[src/hw/rtl/gbom_pkg.sv]
// ----------------------------------------------------------------------------
// gbom_pkg
// Shared types and constants of the greedy box overlap matcher.
// ----------------------------------------------------------------------------
package gbom_pkg;

	// Coordinate and derived arithmetic widths.
	localparam int COORD_WIDTH = 16;
	localparam int GEO_W       = COORD_WIDTH + 2;
	localparam int DIM_W       = COORD_WIDTH + 1;
	localparam int AREA_W      = 2 * DIM_W;
	localparam int MULP_W      = DIM_W + AREA_W;
	localparam int PROD_W      = 2 * AREA_W;
	localparam int THR_W       = 17;
	localparam int THR_FRAC_W  = 16;
	localparam int CNT32_W     = 32;
	localparam int INDEX_W     = 6;

	// Default store depth.
	localparam int MAX_PRED_DEFAULT = 64;

	// Register file.
	localparam int          APB_ADDR_W = 3;
	localparam logic        REG_MODE   = 1'b0;
	localparam logic        REG_THR    = 1'b1;
	localparam logic [THR_W-1:0] THR_RESET = THR_W'(45875);

	// Request commands.
	localparam logic [1:0] CMD_CLEAR = 2'd0;
	localparam logic [1:0] CMD_LOAD  = 2'd1;
	localparam logic [1:0] CMD_GT    = 2'd2;
	localparam logic [1:0] CMD_RESET = 2'd3;

	// One stored box.
	typedef struct packed {
		logic [COORD_WIDTH-1:0] left;
		logic [COORD_WIDTH-1:0] top;
		logic [COORD_WIDTH-1:0] width;
		logic [COORD_WIDTH-1:0] height;
	} box_t;

	// Control of the prediction store.
	typedef struct packed {
		logic box_we;
		logic unm_we;
		logic unm_val;
		logic rd_en;
	} store_ctl_t;

endpackage

[src/hw/rtl/gbom_store.sv]
// ----------------------------------------------------------------------------
// gbom_store
// Prediction store: box geometry and an unmatched mark per entry, one write
// port for each and one registered read port.
// ----------------------------------------------------------------------------
module gbom_store
	import gbom_pkg::*;
#(
	parameter int MAX_PREDICTIONS = MAX_PRED_DEFAULT,
	parameter int IDX_W = (MAX_PREDICTIONS > 1) ? $clog2(MAX_PREDICTIONS) : 1
) (
	input  logic             clk,
	input  store_ctl_t       ctl,
	input  logic [IDX_W-1:0] box_idx,
	input  box_t             box_wdata,
	input  logic [IDX_W-1:0] unm_idx,
	input  logic [IDX_W-1:0] rd_idx,
	output box_t             rd_box,
	output logic             rd_unm
);

	box_t mem_box [MAX_PREDICTIONS];
	logic mem_unm [MAX_PREDICTIONS];
	box_t rd_box_q;
	logic rd_unm_q;

	// Writes and the registered read.
	always_ff @(posedge clk) begin
		if (ctl.box_we) begin
			mem_box[box_idx] <= box_wdata;
		end
		if (ctl.unm_we) begin
			mem_unm[unm_idx] <= ctl.unm_val;
		end
		if (ctl.rd_en) begin
			rd_box_q <= mem_box[rd_idx];
			rd_unm_q <= mem_unm[rd_idx];
		end
	end

	assign rd_box = rd_box_q;
	assign rd_unm = rd_unm_q;

endmodule

[config.mk]
export PLATFORM = sky130hd
export DESIGN_NAME = gbom_store
export DESIGN_NICKNAME = d
export VERILOG_FILES = /design/src/hw/rtl/gbom_pkg.sv /design/src/hw/rtl/gbom_store.sv
export SDC_FILE = /design/constraint.sdc
export NUM_CORES = 2
export LEC_CHECK = 0
export ABC_CLOCK_PERIOD_IN_PS = 5250
export BUFFER_PORTS_ARGS = -buffer_cell sky130_fd_sc_hd__buf_2
export CELL_PAD_IN_SITES_DETAIL_PLACEMENT = 2
export CELL_PAD_IN_SITES_GLOBAL_PLACEMENT = 2
export CORE_MARGIN = 2
export CORE_UTILIZATION = 46
export CTS_CLUSTER_DIAMETER = 60
export CTS_CLUSTER_SIZE = 20
export DETAILED_ROUTE_END_ITERATION = 6
export PLACE_DENSITY_LB_ADDON = 0.2
export SETUP_SLACK_MARGIN = 0.02
export SLEW_MARGIN = 10
export SYNTH_ARGS = -nofsm -noshare
export SYNTH_HDL_FRONTEND = slang
export SYNTH_MEMORY_MAX_BITS = 65536
export SYNTH_SLANG_ARGS = --single-unit
[constraint.sdc]
create_clock -name clk -period 5.25 [get_ports clk]
set_input_delay 1.05 -clock clk [delete_from_list [all_inputs] [get_ports clk]]
set_output_delay 1.05 -clock clk [all_outputs]
set_load 0.01 [all_outputs]
==> results.toml, run 1 <==
[placed_design]
globalplace.congestion = 0.770
portBuffers = 151
place_hpwl_um = 332000

[run_status]
error_line = "[ERROR DPL-0033] detailed placement checks failed during check placement."
lastStage = "detailed placement"
status = "aborted with a tool error"

[die]
initial_utilization = 0.463
fp.dieW_um = 592
die_h_um = 592
fp-row-count = 215
boundaryPins = 152

[logic_synthesis]
syn_area_um2 = 159000
synth.yosys.warnings = 0
synth_seq_area_share = 0.797
ys_seq_elements = 4225
syn_area_per_cell_um2 = 23.7
syn_inst = 6705
syn-num-nets = 6792
synth_cell_types = 30
-- kinds of logic after synthesis --
logic type,count (synthesis),share of synthesized area
AOI/OAI and AO/OA,584,0.0281
and+or+nand+nor,400,0.0120
muxes,1106,0.151
buffers and inverters,390,0.0113
DFF,4225,0.797
-- cells in the mapped netlist --
cell type | count | area (um2)
edfxtp_1 | 4225 | 127000
mux4_2 | 1040 | 23400
a22oi_1 | 260 | 1950
nor2_1 | 196 | 736
buf_2 | 166 | 831
clkbuf_1 | 159 | 597
nand3_1 | 109 | 546
o221ai_1 | 98 | 858
o22ai_1 | 96 | 601
mux2i_1 | 66 | 661
o211a_1 | 65 | 651
buf_1 | 42 | 158
nand3b_1 | 39 | 293
a21oi_1 | 33 | 165
a211oi_1 | 31 | 233
nand2_1 | 13 | 48.8
buf_4 | 12 | 90.1
buf_6 | 11 | 124
nor2b_1 | 11 | 68.8
nand2b_1 | 8 | 50.1
or3b_2 | 5 | 43.8
nor3_1 | 4 | 20.0
or3_1 | 4 | 25.0
and2_1 | 3 | 18.8
nand4_1 | 3 | 18.8
or2_2 | 2 | 12.5
a221oi_1 | 1 | 8.76
nand4b_1 | 1 | 8.76
nor4bb_1 | 1 | 10.0
or3b_1 | 1 | 8.76
-- stage by stage --
stage	cells	hold WS (ns)	setup slack [ns]	cell area [um2]
3_3_place_gp	11300	0.887	1.30	168000
2_1_floorplan	6705	0.856	0.211	159000
==> inputs of run 2 (changes only) <==
Settings changed: ABC_CLOCK_PERIOD_IN_PS 5250 to 6800, CELL_PAD_IN_SITES_DETAIL_PLACEMENT 2 to unset, CELL_PAD_IN_SITES_GLOBAL_PLACEMENT 2 to unset, CORE_UTILIZATION 46 to 40, CTS_CLUSTER_DIAMETER 60 to unset, CTS_CLUSTER_SIZE 20 to unset, PLACE_DENSITY_LB_ADDON 0.2 to 0.15, SETUP_SLACK_MARGIN 0.02 to unset.
Clock period 5.25 ns to 6.8 ns, I/O delays scaled along.
==> run 2 against run 1 <==
  * Area after synthesis is the same
  * Synthesized cell count unchanged
  * The run now ends clean
==> results.toml, run 2 <==
[critical_path]
crit_chain = "buf_2 > nor2b_1 > nand3_1 > nor2_4 > buf_4"
cp-start-kind = "input pin"
reg2reg_depth = 4
slowest_stage = "nor2_4"
endpoint_kind = "register"
critPathKind = "input pin to register"
path_max_fanout = 28
required_ns = 7.42
arrival_ns = 4.44
critPathMaxStageDelay_ns = 1.08

[logic_synthesis]
ys_top_cells_by_area = "edfxtp_1, mux4_2, a22oi_1"
synthArstFlopShare = 0
synth_common_cells = "edfxtp_1, mux4_2, a22oi_1"
syn_area_um2 = 159000
ys_seq_elements = 4225
syn_area_per_cell_um2 = 23.7
yosys.area.top_type = "edfxtp_1"
synth_top_area_frac = 0.797
synth.yosys.warnings = 0
synth_cell_types = 30
synth_edf_count = 4225
ys.flop_type = "edfxtp_1"
syn-num-nets = 6792
synth_seq_area_share = 0.797
syn_inst = 6705
yosysMostFrequentCell = "edfxtp_1"

[final_layout]
final_cells = 12800
layout_common_cells = "edfxtp_1, mux4_2, clkbuf_16"
synthToLayoutAreaGrowth_pct = 14.5
nNetsFinal = 7255
layout_commonest_cell = "edfxtp_1"
drive_above_1_share = 0.280
largest_reg_flops = 4096
top_register = "mem_box"

[cts]
postCtsSetupBuffers = 0
htree_levels = 5
clock_path_buffers = 4
insertion_delay_ns = 1.02
ctsResizeCount = 0
numClockSinks = 4225
cts_tree = "done"
cts-root-buf = "clkbuf_16"
clk_pin_slew_ns = 0.06
holdBufCountCts = 0
cts_made_buffers = 444

[timing]
fmax_mhz = 262
finalClockSkew_ns = 0.0601
holdWs_ns = 0.862
fin_ws_ns = 2.98
maxSlewViolCount = 0
hold_violations = 0
grt_setup_unrepaired = "no"
final.min_clock_period_ns = 3.82
period_share = 0.562
worstMarginPinSlew_ns = 1.26
relSlewSlack = 0.161
setup_viol = 0
tns_ns = 0

[grt]
grt_use_total = 0.247
grt_pass1_vias = 78300
grt_max_degree = 116
grt_pass1_wl_um = 678000
grt_overflow = 0
antenna_found_initial = 40

[die]
die_h_um = 635
core-area_um2 = 396000
boundaryPins = 152
fp.dieW_um = 635
dieArea_um2 = 403000
fp-row-count = 231
initial_utilization = 0.402

[pwr]
power_mw = 54.9
p_per_area_nw_per_um2 = 302
power_leakage_nw = 56.0
ir_drop_uv = 240

[detailed_routing]
routed_wl_um = 499000
drtIter0Drc = 10500
ant_nets = 0
vias = 78300
drc_errors = 0
detail_route.first_pass.iterations = 5
wire_per_inst_um = 39.0
via_per_inst = 6.11

[run]
drv_cap = 0

[worst_hold_path]
hp-class = "input pin to register"
holdPathStages = 2

[placed_design]
portBuffers = 151
pre_cts_ws_ns = 2.01
place_hpwl_um = 267000
dp_cells = 12000
globalplace.congestion = 0.768

[run_status]
status = "complete, no violations"
[run 2: worst paths after layout]
| check | endpoint | slack [ns] | start |
|---|---|---|---|
| setup / recovery | mem_box[53][22] | 2.98 | ctl[3] |
| hold / removal | mem_unm[18] | 0.86 | unm_idx[0] |
| setup reg to reg | rd_box[10] | 4.76 | mem_box[38][10] |
| hold reg to reg | rd_box[21] | 0.91 | mem_box[7][21] |
[run 2: cells by family after synthesis]
family,count (synthesis),synth area share
buf+inv,390,0.0113
simple gates,400,0.0120
flops,4225,0.797
compound gates,584,0.0281
mux,1106,0.151
[run 2: layer usage]
metal	wire (um)	vias to the layer above	track usage
met5	70	-	0
met4	14100	10	0.0645
met3	35000	711	0.0348
met2	243000	3273	0.406
met1	206000	44100	0.348
li1	-	30100	-
[run 2: critical path, delay by kind of cell]
family                 cells  cell delay (ns)
and+or+nand+nor            3             2.12
buffers and inverters      2             0.89
[run 2: power breakdown]
group          internal, mW  switching, mW
registers              28.9          0.110
logic                 0.887           1.65
clock network          13.3           10.1
total                  43.1           11.9
[run 2: area by class of cell]
type                       instances  area [um2]
fill                           32800      214000
sequential                      4225      127000
multi-input combinational       2090       31000
clock buffer                     549       11600
tap                             5242        6560
timing repair buffer             407        3770
clock inverter                   268        2320
antenna                           22        55.1
[run 2: through the flow]
stage	util	area, um2
2_1_floorplan	-	159000
3_3_place_gp	0.425	168000
3_5_place_dp	0.425	168000
4_1_cts	0.460	182000
5_1_grt	0.460	182000
6_report	0.460	182000
Note: power is estimated with default switching activity, not from simulation.
